--- src/rtl/mer_pkg.sv ---
// shared types and constants for the midpoint ellipse rasterizer
`timescale 1ns / 1ps

package mer_pkg;

    localparam int COLOR_W    = 24;
    localparam int CFG_DATA_W = 24;
    localparam int CFG_IDX_W  = 2;
    localparam int RUN_W      = 3;

    // configuration register indexes
    localparam logic [CFG_IDX_W-1:0] CFG_SEMI_AXIS_X = 2'd0;
    localparam logic [CFG_IDX_W-1:0] CFG_SEMI_AXIS_Y = 2'd1;
    localparam logic [CFG_IDX_W-1:0] CFG_DRAW_COLOR  = 2'd2;

    // input command codes
    localparam logic CMD_START = 1'b0;
    localparam logic CMD_STEP  = 1'b1;

    // final run of the eight: (+x,-y) region 2
    localparam logic [RUN_W-1:0] LAST_RUN = 3'd7;

    typedef enum logic [3:0] {
        ST_IDLE,
        ST_SQUARE,
        ST_INIT,
        ST_SET,
        ST_TERMS,
        ST_UPDATE,
        ST_USQ,
        ST_LHS,
        ST_CHECK,
        ST_EMIT
    } ctrl_state_t;

    typedef enum logic [3:0] {
        DP_NONE,
        DP_LOAD,
        DP_SQUARE,
        DP_INIT,
        DP_SET,
        DP_TERMS,
        DP_UPDATE,
        DP_USQ,
        DP_LHS,
        DP_CHECK
    } dp_op_t;

    typedef struct packed {
        dp_op_t op;
        logic   emit;
    } dp_cmd_t;

    typedef struct packed {
        logic run_end;
        logic last_run;
        logic out_free;
    } dp_status_t;

endpackage

--- src/rtl/mer_ctrl.sv ---
// sequencing state machine for the ellipse rasterizer
`timescale 1ns / 1ps

module mer_ctrl (
    input  logic                aclk,
    input  logic                aresetn,
    input  logic                s_tvalid,
    input  logic                s_tuser,
    output logic                s_tready,
    output mer_pkg::dp_cmd_t    dp_cmd,
    input  mer_pkg::dp_status_t dp_status
);

    mer_pkg::ctrl_state_t state_reg, state_next;
    logic busy_reg, busy_next;
    logic start_reg, start_next;
    logic accept;

    assign accept = s_tvalid && s_tready;

    always_ff @(posedge aclk) begin
        if (!aresetn) begin
            state_reg <= mer_pkg::ST_IDLE;
            busy_reg  <= 1'b0;
            start_reg <= 1'b0;
        end else begin
            state_reg <= state_next;
            busy_reg  <= busy_next;
            start_reg <= start_next;
        end
    end

    always_comb begin
        state_next = state_reg;
        busy_next  = busy_reg;
        start_next = start_reg;
        unique case (state_reg)
            mer_pkg::ST_IDLE: begin
                if (accept) begin
                    if (s_tuser == mer_pkg::CMD_START) begin
                        state_next = mer_pkg::ST_SQUARE;
                        start_next = 1'b1;
                        busy_next  = 1'b1;
                    end else if (busy_reg) begin
                        state_next = mer_pkg::ST_SQUARE;
                        start_next = 1'b0;
                    end
                end
            end
            mer_pkg::ST_SQUARE: begin
                state_next = start_reg ? mer_pkg::ST_INIT : mer_pkg::ST_TERMS;
            end
            mer_pkg::ST_INIT:   state_next = mer_pkg::ST_SET;
            mer_pkg::ST_SET:    state_next = mer_pkg::ST_IDLE;
            mer_pkg::ST_TERMS:  state_next = mer_pkg::ST_UPDATE;
            mer_pkg::ST_UPDATE: state_next = mer_pkg::ST_USQ;
            mer_pkg::ST_USQ:    state_next = mer_pkg::ST_LHS;
            mer_pkg::ST_LHS:    state_next = mer_pkg::ST_CHECK;
            mer_pkg::ST_CHECK: begin
                if (dp_status.run_end && dp_status.last_run) begin
                    busy_next = 1'b0;
                end
                state_next = dp_status.out_free ? mer_pkg::ST_IDLE : mer_pkg::ST_EMIT;
            end
            mer_pkg::ST_EMIT: begin
                if (dp_status.out_free) begin
                    state_next = mer_pkg::ST_IDLE;
                end
            end
            default: state_next = mer_pkg::ST_IDLE;
        endcase
    end

    always_comb begin
        s_tready    = 1'b0;
        dp_cmd.op   = mer_pkg::DP_NONE;
        dp_cmd.emit = 1'b0;
        unique case (state_reg)
            mer_pkg::ST_IDLE: begin
                s_tready  = 1'b1;
                dp_cmd.op = accept ? mer_pkg::DP_LOAD : mer_pkg::DP_NONE;
            end
            mer_pkg::ST_SQUARE: dp_cmd.op = mer_pkg::DP_SQUARE;
            mer_pkg::ST_INIT:   dp_cmd.op = mer_pkg::DP_INIT;
            mer_pkg::ST_SET:    dp_cmd.op = mer_pkg::DP_SET;
            mer_pkg::ST_TERMS:  dp_cmd.op = mer_pkg::DP_TERMS;
            mer_pkg::ST_UPDATE: dp_cmd.op = mer_pkg::DP_UPDATE;
            mer_pkg::ST_USQ:    dp_cmd.op = mer_pkg::DP_USQ;
            mer_pkg::ST_LHS:    dp_cmd.op = mer_pkg::DP_LHS;
            mer_pkg::ST_CHECK: begin
                dp_cmd.op   = mer_pkg::DP_CHECK;
                dp_cmd.emit = dp_status.out_free;
            end
            mer_pkg::ST_EMIT: begin
                dp_cmd.emit = dp_status.out_free;
            end
            default: dp_cmd.op = mer_pkg::DP_NONE;
        endcase
    end

endmodule

--- src/rtl/mer_datapath.sv ---
// config registers, two shared multipliers, run state and output register
`timescale 1ns / 1ps

module mer_datapath #(
    parameter int AXIS_BITS  = 10,
    parameter int COORD_BITS = 11,
    parameter int IN_W       = 24,
    parameter int OUT_W      = 56
) (
    input  logic                              aclk,
    input  logic                              aresetn,
    input  logic                              cfg_wr_en,
    input  logic [mer_pkg::CFG_IDX_W-1:0]     cfg_index,
    input  logic [mer_pkg::CFG_DATA_W-1:0]    cfg_wdata,
    input  logic [IN_W-1:0]                   s_tdata,
    input  logic                              s_tuser,
    input  mer_pkg::dp_cmd_t                  dp_cmd,
    output mer_pkg::dp_status_t               dp_status,
    input  logic                              m_tready,
    output logic                              m_tvalid,
    output logic [OUT_W-1:0]                  m_tdata,
    output logic                              m_tlast
);

    localparam int A      = AXIS_BITS;
    localparam int OFF_W  = AXIS_BITS + 2;
    localparam int SQ_W   = 2 * AXIS_BITS;
    localparam int MUL_W  = 2 * AXIS_BITS + 4;
    localparam int PROD_W = 2 * MUL_W;
    localparam int DEC_W  = PROD_W;
    localparam int PIX_W  = COORD_BITS + 2;
    localparam int SUM_W  = ((COORD_BITS + 1 > OFF_W) ? COORD_BITS + 1 : OFF_W) + 1;

    localparam logic [A-1:0]              AXIS_ONE = A'(1);
    localparam logic signed [OFF_W-1:0]   OFF_ONE  = OFF_W'(1);
    localparam logic signed [MUL_W-1:0]   MUL_TWO  = MUL_W'(2);
    localparam logic signed [MUL_W-1:0]   MUL_THREE = MUL_W'(3);
    localparam logic [mer_pkg::RUN_W-1:0] RUN_ONE  = mer_pkg::RUN_W'(1);
    localparam logic [mer_pkg::RUN_W-1:0] RUN_ZERO = '0;

    // configuration
    logic [A-1:0]                 semi_axis_x_reg;
    logic [A-1:0]                 semi_axis_y_reg;
    logic [mer_pkg::COLOR_W-1:0]  draw_color_reg;

    // run state
    logic [mer_pkg::RUN_W-1:0]    run_reg;
    logic signed [OFF_W-1:0]      off_x_reg;
    logic signed [OFF_W-1:0]      off_y_reg;
    logic signed [DEC_W-1:0]      dec_reg;
    logic [COORD_BITS-1:0]        held_cx_reg;
    logic [COORD_BITS-1:0]        held_cy_reg;

    // arithmetic staging
    logic [SQ_W-1:0]              a2_reg;
    logic [SQ_W-1:0]              b2_reg;
    logic [SQ_W:0]                sum_reg;
    logic signed [PROD_W-1:0]     p0_reg;
    logic signed [PROD_W-1:0]     p1_reg;
    logic signed [PROD_W-1:0]     lim_reg;

    // pixel of the current transaction and output stage
    logic [PIX_W-1:0]             pix_x_reg;
    logic [PIX_W-1:0]             pix_y_reg;
    logic                         last_reg;
    logic                         m_tvalid_reg;
    logic [OUT_W-1:0]             m_tdata_reg;
    logic                         m_tlast_reg;

    logic [A-1:0]             a_eff, b_eff;
    logic signed [MUL_W-1:0]  a_m, b_m, a2_m, b2_m, sum_m, uu_m;
    logic signed [MUL_W-1:0]  u_ext, v_ext, two_u3, two_m2v;
    logic signed [MUL_W-1:0]  m0_a, m0_b, m1_a, m1_b;
    logic signed [PROD_W-1:0] p0_next, p1_next;
    logic                     region1, neg_x, neg_y;
    logic signed [OFF_W-1:0]  mag_x, mag_y, u_cur, v_cur;
    logic                     dec_pos;
    logic signed [OFF_W-1:0]  u_new, v_new, new_mx, new_my, new_off_x, new_off_y;
    logic signed [DEC_W-1:0]  dec_upd;
    logic                     nr_region1;
    logic                     run_ok, last_now, out_free;
    logic [mer_pkg::RUN_W-1:0] tgt_run;
    logic                     tgt_region1, tgt_neg_x, tgt_neg_y;
    logic signed [OFF_W-1:0]  a_off, b_off, init_off_x, init_off_y;
    logic signed [DEC_W-1:0]  a2_d, b2_d, init_dec;
    logic signed [SUM_W-1:0]  pix_x_sum, pix_y_sum;

    assign a_eff = (semi_axis_x_reg == '0) ? AXIS_ONE : semi_axis_x_reg;
    assign b_eff = (semi_axis_y_reg == '0) ? AXIS_ONE : semi_axis_y_reg;

    assign a_m   = $signed({{(MUL_W-A){1'b0}}, a_eff});
    assign b_m   = $signed({{(MUL_W-A){1'b0}}, b_eff});
    assign a2_m  = $signed({{(MUL_W-SQ_W){1'b0}}, a2_reg});
    assign b2_m  = $signed({{(MUL_W-SQ_W-1){1'b0}}, sum_reg});
    assign sum_m = b2_m;
    assign uu_m  = $signed(p0_reg[MUL_W-1:0]);

    // run r: bit 0 picks region 2, quadrant q = r[2:1] sets the signs
    assign region1 = !run_reg[0];
    assign neg_x   = run_reg[2] ^ run_reg[1];
    assign neg_y   = run_reg[2];
    assign mag_x   = neg_x ? -off_x_reg : off_x_reg;
    assign mag_y   = neg_y ? -off_y_reg : off_y_reg;
    assign u_cur   = region1 ? mag_x : mag_y;
    assign v_cur   = region1 ? mag_y : mag_x;

    assign u_ext   = $signed({{(MUL_W-OFF_W){u_cur[OFF_W-1]}}, u_cur});
    assign v_ext   = $signed({{(MUL_W-OFF_W){v_cur[OFF_W-1]}}, v_cur});
    assign two_u3  = (u_ext <<< 1) + MUL_THREE;
    assign two_m2v = MUL_TWO - (v_ext <<< 1);

    // the run after this one has the other region, except for the start
    assign nr_region1 = (dp_cmd.op == mer_pkg::DP_INIT) ? 1'b1 : run_reg[0];

    logic signed [MUL_W-1:0] sq_same_m, sq_other_m;
    assign sq_same_m  = region1 ? $signed({{(MUL_W-SQ_W){1'b0}}, b2_reg}) : a2_m;
    assign sq_other_m = region1 ? a2_m : $signed({{(MUL_W-SQ_W){1'b0}}, b2_reg});

    always_comb begin
        m0_a = '0;
        m0_b = '0;
        m1_a = '0;
        m1_b = '0;
        case (dp_cmd.op) inside
            mer_pkg::DP_SQUARE: begin
                m0_a = a_m;
                m0_b = a_m;
                m1_a = b_m;
                m1_b = b_m;
            end
            mer_pkg::DP_TERMS: begin
                m0_a = two_u3;
                m0_b = sq_same_m;
                m1_a = two_m2v;
                m1_b = sq_other_m;
            end
            mer_pkg::DP_USQ: begin
                m0_a = u_ext;
                m0_b = u_ext;
                // region bound: a^4 for region 1, b^4 for region 2
                m1_a = sq_other_m;
                m1_b = sq_other_m;
            end
            mer_pkg::DP_LHS, mer_pkg::DP_INIT: begin
                m0_a = uu_m;
                m0_b = sum_m;
                m1_a = nr_region1 ? b_m : a_m;
                m1_b = nr_region1 ? a2_m : $signed({{(MUL_W-SQ_W){1'b0}}, b2_reg});
            end
            default: begin
                m0_a = '0;
            end
        endcase
    end

    assign p0_next = m0_a * m0_b;
    assign p1_next = m1_a * m1_b;

    // decision update and one step along the run
    assign dec_pos   = dec_reg > $signed({DEC_W{1'b0}});
    assign dec_upd   = dec_reg + (p0_reg <<< 2) + (dec_pos ? (p1_reg <<< 2) : '0);
    assign u_new     = u_cur + OFF_ONE;
    assign v_new     = dec_pos ? (v_cur - OFF_ONE) : v_cur;
    assign new_mx    = region1 ? u_new : v_new;
    assign new_my    = region1 ? v_new : u_new;
    assign new_off_x = neg_x ? -new_mx : new_mx;
    assign new_off_y = neg_y ? -new_my : new_my;

    // region-2 test is strict for the upper quadrants only
    always_comb begin
        if (!region1 && !run_reg[2]) begin
            run_ok = p0_reg < lim_reg;
        end else begin
            run_ok = p0_reg <= lim_reg;
        end
    end
    assign last_now = !run_ok && (run_reg == mer_pkg::LAST_RUN);

    // start state of the target run
    assign tgt_run     = (dp_cmd.op == mer_pkg::DP_SET) ? RUN_ZERO : run_reg + RUN_ONE;
    assign tgt_region1 = !tgt_run[0];
    assign tgt_neg_x   = tgt_run[2] ^ tgt_run[1];
    assign tgt_neg_y   = tgt_run[2];
    assign a_off       = $signed({{(OFF_W-A){1'b0}}, a_eff});
    assign b_off       = $signed({{(OFF_W-A){1'b0}}, b_eff});
    assign init_off_x  = tgt_region1 ? '0 : (tgt_neg_x ? -a_off : a_off);
    assign init_off_y  = tgt_region1 ? (tgt_neg_y ? -b_off : b_off) : '0;
    assign a2_d        = $signed({{(DEC_W-SQ_W){1'b0}}, a2_reg});
    assign b2_d        = $signed({{(DEC_W-SQ_W){1'b0}}, b2_reg});
    assign init_dec    = tgt_region1 ? ((b2_d <<< 2) - (p1_reg <<< 2) + a2_d)
                                     : ((a2_d <<< 2) - (p1_reg <<< 2) + b2_d);

    assign pix_x_sum = $signed({{(SUM_W-COORD_BITS){1'b0}}, held_cx_reg})
                     + $signed({{(SUM_W-OFF_W){off_x_reg[OFF_W-1]}}, off_x_reg});
    assign pix_y_sum = $signed({{(SUM_W-COORD_BITS){1'b0}}, held_cy_reg})
                     + $signed({{(SUM_W-OFF_W){off_y_reg[OFF_W-1]}}, off_y_reg});

    assign out_free = !m_tvalid_reg || m_tready;

    always_ff @(posedge aclk) begin
        if (!aresetn) begin
            semi_axis_x_reg <= AXIS_ONE;
            semi_axis_y_reg <= AXIS_ONE;
            draw_color_reg  <= '1;
        end else if (cfg_wr_en) begin
            unique case (cfg_index)
                mer_pkg::CFG_SEMI_AXIS_X: semi_axis_x_reg <= cfg_wdata[A-1:0];
                mer_pkg::CFG_SEMI_AXIS_Y: semi_axis_y_reg <= cfg_wdata[A-1:0];
                mer_pkg::CFG_DRAW_COLOR:  draw_color_reg  <= cfg_wdata[mer_pkg::COLOR_W-1:0];
                default: ;
            endcase
        end
    end

    always_ff @(posedge aclk) begin
        if (!aresetn) begin
            run_reg     <= '0;
            off_x_reg   <= '0;
            off_y_reg   <= '0;
            dec_reg     <= '0;
            held_cx_reg <= '0;
            held_cy_reg <= '0;
        end else begin
            case (dp_cmd.op)
                mer_pkg::DP_LOAD: begin
                    if (s_tuser == mer_pkg::CMD_START) begin
                        held_cx_reg <= s_tdata[COORD_BITS-1:0];
                        held_cy_reg <= s_tdata[2*COORD_BITS-1:COORD_BITS];
                    end
                end
                mer_pkg::DP_UPDATE: begin
                    dec_reg   <= dec_upd;
                    off_x_reg <= new_off_x;
                    off_y_reg <= new_off_y;
                end
                mer_pkg::DP_SET: begin
                    run_reg   <= tgt_run;
                    off_x_reg <= init_off_x;
                    off_y_reg <= init_off_y;
                    dec_reg   <= init_dec;
                end
                mer_pkg::DP_CHECK: begin
                    if (!run_ok) begin
                        if (run_reg == mer_pkg::LAST_RUN) begin
                            run_reg <= RUN_ZERO;
                        end else begin
                            run_reg   <= tgt_run;
                            off_x_reg <= init_off_x;
                            off_y_reg <= init_off_y;
                            dec_reg   <= init_dec;
                        end
                    end
                end
                default: ;
            endcase
        end
    end

    always_ff @(posedge aclk) begin
        p0_reg <= p0_next;
        p1_reg <= p1_next;
        if (dp_cmd.op == mer_pkg::DP_SQUARE) begin
            a2_reg <= p0_next[SQ_W-1:0];
            b2_reg <= p1_next[SQ_W-1:0];
        end
        if (dp_cmd.op == mer_pkg::DP_TERMS) begin
            sum_reg <= {1'b0, a2_reg} + {1'b0, b2_reg};
        end
        if (dp_cmd.op == mer_pkg::DP_LHS) begin
            lim_reg <= p1_reg;
        end
        if (dp_cmd.op == mer_pkg::DP_LOAD && s_tuser == mer_pkg::CMD_STEP) begin
            pix_x_reg <= pix_x_sum[PIX_W-1:0];
            pix_y_reg <= pix_y_sum[PIX_W-1:0];
        end
        if (dp_cmd.op == mer_pkg::DP_CHECK) begin
            last_reg <= last_now;
        end
    end

    // output register, loaded only when empty or being drained
    always_ff @(posedge aclk) begin
        if (!aresetn) begin
            m_tvalid_reg <= 1'b0;
        end else if (dp_cmd.emit) begin
            m_tvalid_reg <= 1'b1;
        end else if (m_tready) begin
            m_tvalid_reg <= 1'b0;
        end
    end

    always_ff @(posedge aclk) begin
        if (dp_cmd.emit) begin
            m_tdata_reg <= OUT_W'({draw_color_reg, pix_y_reg, pix_x_reg});
            m_tlast_reg <= (dp_cmd.op == mer_pkg::DP_CHECK) ? last_now : last_reg;
        end
    end

    assign dp_status.run_end  = !run_ok;
    assign dp_status.last_run = (run_reg == mer_pkg::LAST_RUN);
    assign dp_status.out_free = out_free;

    assign m_tvalid = m_tvalid_reg;
    assign m_tdata  = m_tdata_reg;
    assign m_tlast  = m_tlast_reg;

endmodule

--- src/rtl/midpoint_ellipse_rasterizer.sv ---
// top level of the midpoint ellipse rasterizer
//
//  channel   direction  transaction contents
//  s_        in         tuser: cmd (start/step); tdata: center_x, center_y
//  m_        out        tdata: pixel_x, pixel_y, pixel_color; tlast: last_pixel
//  cfg_      in         write of semi_axis_x, semi_axis_y or draw_color
//
// a start transaction occupies the block through its square, init and set states, a step that yields a pixel
// through its own: squares, update terms, decision update, squared offset, boundary
// product and check run one after another on two shared multipliers
// a step while no ellipse is active is taken in the idle state and yields nothing
// a result waits in the output register; a stalled m_ side holds the next step
// in its emit state until the register drains. reset is synchronous, no clearing
`timescale 1ns / 1ps

module midpoint_ellipse_rasterizer #(
    parameter int AXIS_BITS  = 10,
    parameter int COORD_BITS = 11
) (
    input  logic                               aclk,
    input  logic                               aresetn,
    input  logic                               cfg_wr_en,
    input  logic [mer_pkg::CFG_IDX_W-1:0]      cfg_index,
    input  logic [mer_pkg::CFG_DATA_W-1:0]     cfg_wdata,
    input  logic                               s_tvalid,
    output logic                               s_tready,
    // center_x, center_y, zero pad
    input  logic [((2*COORD_BITS+7)/8)*8-1:0]  s_tdata,
    // cmd
    input  logic                               s_tuser,
    output logic                               m_tvalid,
    input  logic                               m_tready,
    // pixel_x, pixel_y, pixel_color, zero pad
    output logic [((2*COORD_BITS+4+mer_pkg::COLOR_W+7)/8)*8-1:0] m_tdata,
    output logic                               m_tlast
);

    localparam int IN_W  = ((2*COORD_BITS+7)/8)*8;
    localparam int OUT_W = ((2*COORD_BITS+4+mer_pkg::COLOR_W+7)/8)*8;

    mer_pkg::dp_cmd_t    dp_cmd;
    mer_pkg::dp_status_t dp_status;

    mer_ctrl u_ctrl (
        .aclk      (aclk),
        .aresetn   (aresetn),
        .s_tvalid  (s_tvalid),
        .s_tuser   (s_tuser),
        .s_tready  (s_tready),
        .dp_cmd    (dp_cmd),
        .dp_status (dp_status)
    );

    mer_datapath #(
        .AXIS_BITS  (AXIS_BITS),
        .COORD_BITS (COORD_BITS),
        .IN_W       (IN_W),
        .OUT_W      (OUT_W)
    ) u_datapath (
        .aclk      (aclk),
        .aresetn   (aresetn),
        .cfg_wr_en (cfg_wr_en),
        .cfg_index (cfg_index),
        .cfg_wdata (cfg_wdata),
        .s_tdata   (s_tdata),
        .s_tuser   (s_tuser),
        .dp_cmd    (dp_cmd),
        .dp_status (dp_status),
        .m_tready  (m_tready),
        .m_tvalid  (m_tvalid),
        .m_tdata   (m_tdata),
        .m_tlast   (m_tlast)
    );

endmodule

--- config.mk ---
export PLATFORM = sky130hd
export DESIGN_NAME = midpoint_ellipse_rasterizer
export DESIGN_NICKNAME = d
export VERILOG_FILES = /design/src/rtl/mer_pkg.sv /design/src/rtl/mer_ctrl.sv /design/src/rtl/mer_datapath.sv /design/src/rtl/midpoint_ellipse_rasterizer.sv
export SDC_FILE = /design/constraint.sdc
export NUM_CORES = 2
export LEC_CHECK = 0
export BUFFER_PORTS_ARGS = -buffer_cell sky130_fd_sc_hd__buf_2
export CAP_MARGIN = 20
export CORE_MARGIN = 2
export CORE_UTILIZATION = 50
export DETAILED_ROUTE_END_ITERATION = 10
export PLACE_DENSITY = 0.66
export SKIP_CTS_REPAIR_TIMING = 1
export SYNTH_ARGS = -nofsm -noshare
export SYNTH_HDL_FRONTEND = slang
export SYNTH_SLANG_ARGS = --single-unit
export TNS_END_PERCENT = 50
--- constraint.sdc ---
create_clock -name aclk -period 17.05 [get_ports aclk]
set_input_delay 1.705 -clock aclk [delete_from_list [all_inputs] [get_ports aclk]]
set_output_delay 1.705 -clock aclk [all_outputs]
set_load 0.05 [all_outputs]
==> key figures <==
Setup path
  – Critical Path AT: 12.67 ns
  – Kind of critical path: flip-flop to flip-flop
  – Crit path top cell by count: fa_1
  – Worst Path Required: 17.62 ns
  – Endpoint kind of the worst setup timing path: flip-flop
  – CP Launch Type: flip-flop
  – Slowest stage delay, CP: 0.85 ns
  – Max FO, Critical Path: 11
  – Crit-path leading delay family: compound AO/OA/AOI/OAI gates
  – Buffers & Inverters on Critical Path: 5
  – Slowest library cell on the worst path: xnor2_1

Place
  – Port Buffer Count: 106
  – Final GP Congestion: 1.00
  – DP HPWL: 165000 um

Layout
  – Layout area overhead: 6.77%
  – Largest register FFs: 50
  – Commonest non-fill, non-tap cell in the layout: inv_1
  – Share of cells above drive strength 1: 5.66%
  – Most frequent cells in the layout: inv_1, fa_1, nand2_1
  – Nets: 9050
  – Util after Layout: 53.7%

Floorplanning
  – Die height: 367 um
  – Die area: 135000 um2
  – Starting density of the core: 50.3%
  – Core Footprint: 131000 um2
  – Row count: 133
  – Die W: 367 um
  – Ports: 115

Timing
  – Slew Limit Headroom: 21.3%
  – Slew @ Worst Pin: 1.18 ns
  – RSZ-0062 raised after global routing: no
  – Fin crit period: 12.11 ns
  – Clock Skew: 0.0437 ns
  – Final setup fails: 0
  – Fin crit share: 71.0%
  – Fmax: 0.0826 GHz
  – Setup TNS: 0 ns
  – Final slew viol count: 0
  – Final hold slack: 0.401 ns
  – Final hold vios: 0

Route
  – DRC: 0
  – Routed WL: 203000 um
  – Total vias in the final route: 52400
  – Detailed Route Iter0 Violations: 4214
  – Via density per instance: 5.70
  – DRT Pass-1 Iters: 6
  – Detail Route Antenna Nets: 0
  – Detailed-route wire length per cell: 22.1 um

Global routing
  – GRT overflow: 0
  – Largest net degree at the start of global routing: 77
  – Vias in the first global route: 54900
  – Global-route wire length before repair: 319000 um
  – Initial antenna violation count: 5
  – Aggregate global-route resource usage: 30.8%

Power
  – Leakage: 0.0346 uW
  – Pwr/cell area: 132 nW/um2
  – Pwr Total: 9290 uW
  – VDD IR max: 104 uV

Hold path
  – Hold WC Path Type: flip-flop to flip-flop

Synthesis
  – Mapped Cells: 7387
  – Yosys reg bits: 431
  – Post-Synthesis Cell Area: 66000 um2
  – Netlist cell types: 103
  – Sequential share of the synthesized area: 15.9%
  – Post-synth EDFFs: 186
  – YS warnings: 0
  – Most used flip-flop cell after synthesis: dfxtp_1
  – Synth Area per Inst: 8.94 um2
  – Ys async rst share: 0%

Run
  – Max-cap violation count: 0

Clock network
  – TritonCTS clock tree: yes
  – CTS buffer count: 51
  – Clock-pin slew on the worst setup and hold paths: 0.06 ns
  – Root Buffer: clkbuf_16
  – Sink Count: 431
  – CTS H-tree depth: 2
  – Clk_lat worst skew: 0.67 ns
  – Clock Path Buffers: 3

Status
  – Outcome: finished clean
[worst reg2reg max path, delay by kind of cell, from the launching register on]
kind                     cells  cell delay, ns
AO/OA/AOI/OAI               14            4.61
XOR/XNOR                     2            0.99
adder cells (fa/ha/maj)      9            4.04
flip-flops                   1            0.48
AND/OR/NAND/NOR              4            1.19
buffers and inverters        5            0.76
[metrics by stage]
step                instance area [um2]  std cells  worst slack [ns]
global placement                  68700       9082              5.25
global route                      70500       9181              4.30
floorplan                         66100       7403              7.17
CTS                               70500       9178              5.03
detailed placement                68700       9082              5.10
finish                            70500       9183              4.94
[metal layers]
metal	share of wire, %	vias to the layer above	global-route usage (%)
met5	0	-	0
met2	48	2008	51.5
li1	-	23500	-
met1	39	26400	39.1
met4	5.5	0	14.4
met3	7.7	499	4.84
[where the power goes]
group	internal, uW	switching (uW)	total, uW	leakage [uW]
Sequential	1330	282	1610	0.00372
Combinational	2440	4060	6500	0.0300
Clock	679	491	1170	0.000858
[cell usage after synthesis, types with 19 or more instances]
cell type	count	area [um2]
inv_1	1401	5260
fa_1	1138	22800
nand2_1	840	3150
nor2_1	652	2450
ha_1	473	5920
a21oi_1	345	1730
clkbuf_1	264	991
dfxtp_1	245	4900
o21ai_0	228	1140
xnor2_1	195	1710
edfxtp_1	186	5590
a21o_1	137	1030
xor2_1	115	1010
and2_1	91	569
nand3_1	88	440
nor3_1	71	355
mux2i_1	68	681
nand2b_1	67	419
o21a_1	51	383
nor2b_1	48	300
a211oi_1	40	300
o211ai_1	40	300
a31oi_1	39	244
nand4_1	36	225
a221oi_1	33	289
nor4_1	29	181
or3_1	27	169
a22oi_1	25	188
and3_1	24	150
o31ai_1	24	180
or2_2	22	138
a221o_1	20	200
o21bai_1	20	150
buf_1	19	71.3
buf_2	19	95.1
[logic make-up (layout without fill, tap and decap cells)]
family	after synthesis	after routing	synth area share, %
adders and majority gates	1611	1611	43.5
muxes	75	75	1.15
xor gates and xnor gates	312	312	4.16
AOI/OAI and AO/OA	1180	1180	11.7
buffers and inverters	1718	1741	9.87
and+or+nand+nor	2058	2058	13.8
DFF	431	431	15.9
other	2	20	0.0114
[worst paths after layout]
path	start	to	cells after the start	slack, ns
worst min-delay path	u_datapath.p1_reg[46]	u_datapath.lim_reg[46]	0	0.40
worst max register to register	u_datapath.off_x_reg[0]	u_datapath.p0_reg[41]	34	4.94
worst max-delay path	u_datapath.off_x_reg[0]	u_datapath.p0_reg[41]	34	4.94
worst min register to register	u_datapath.p1_reg[46]	u_datapath.lim_reg[46]	0	0.40
[cell type report]
cell class	count	area, um2
clock inverter	36	429
timing repair buffer	240	1550
sequential	431	10500
antenna	2	5.00
inverter	1405	5270
clock buffer	60	1350
multi-input combinational	5254	49200
tap	1755	2200
fill	12100	60800
Note: power is estimated with default switching activity, not from simulation.
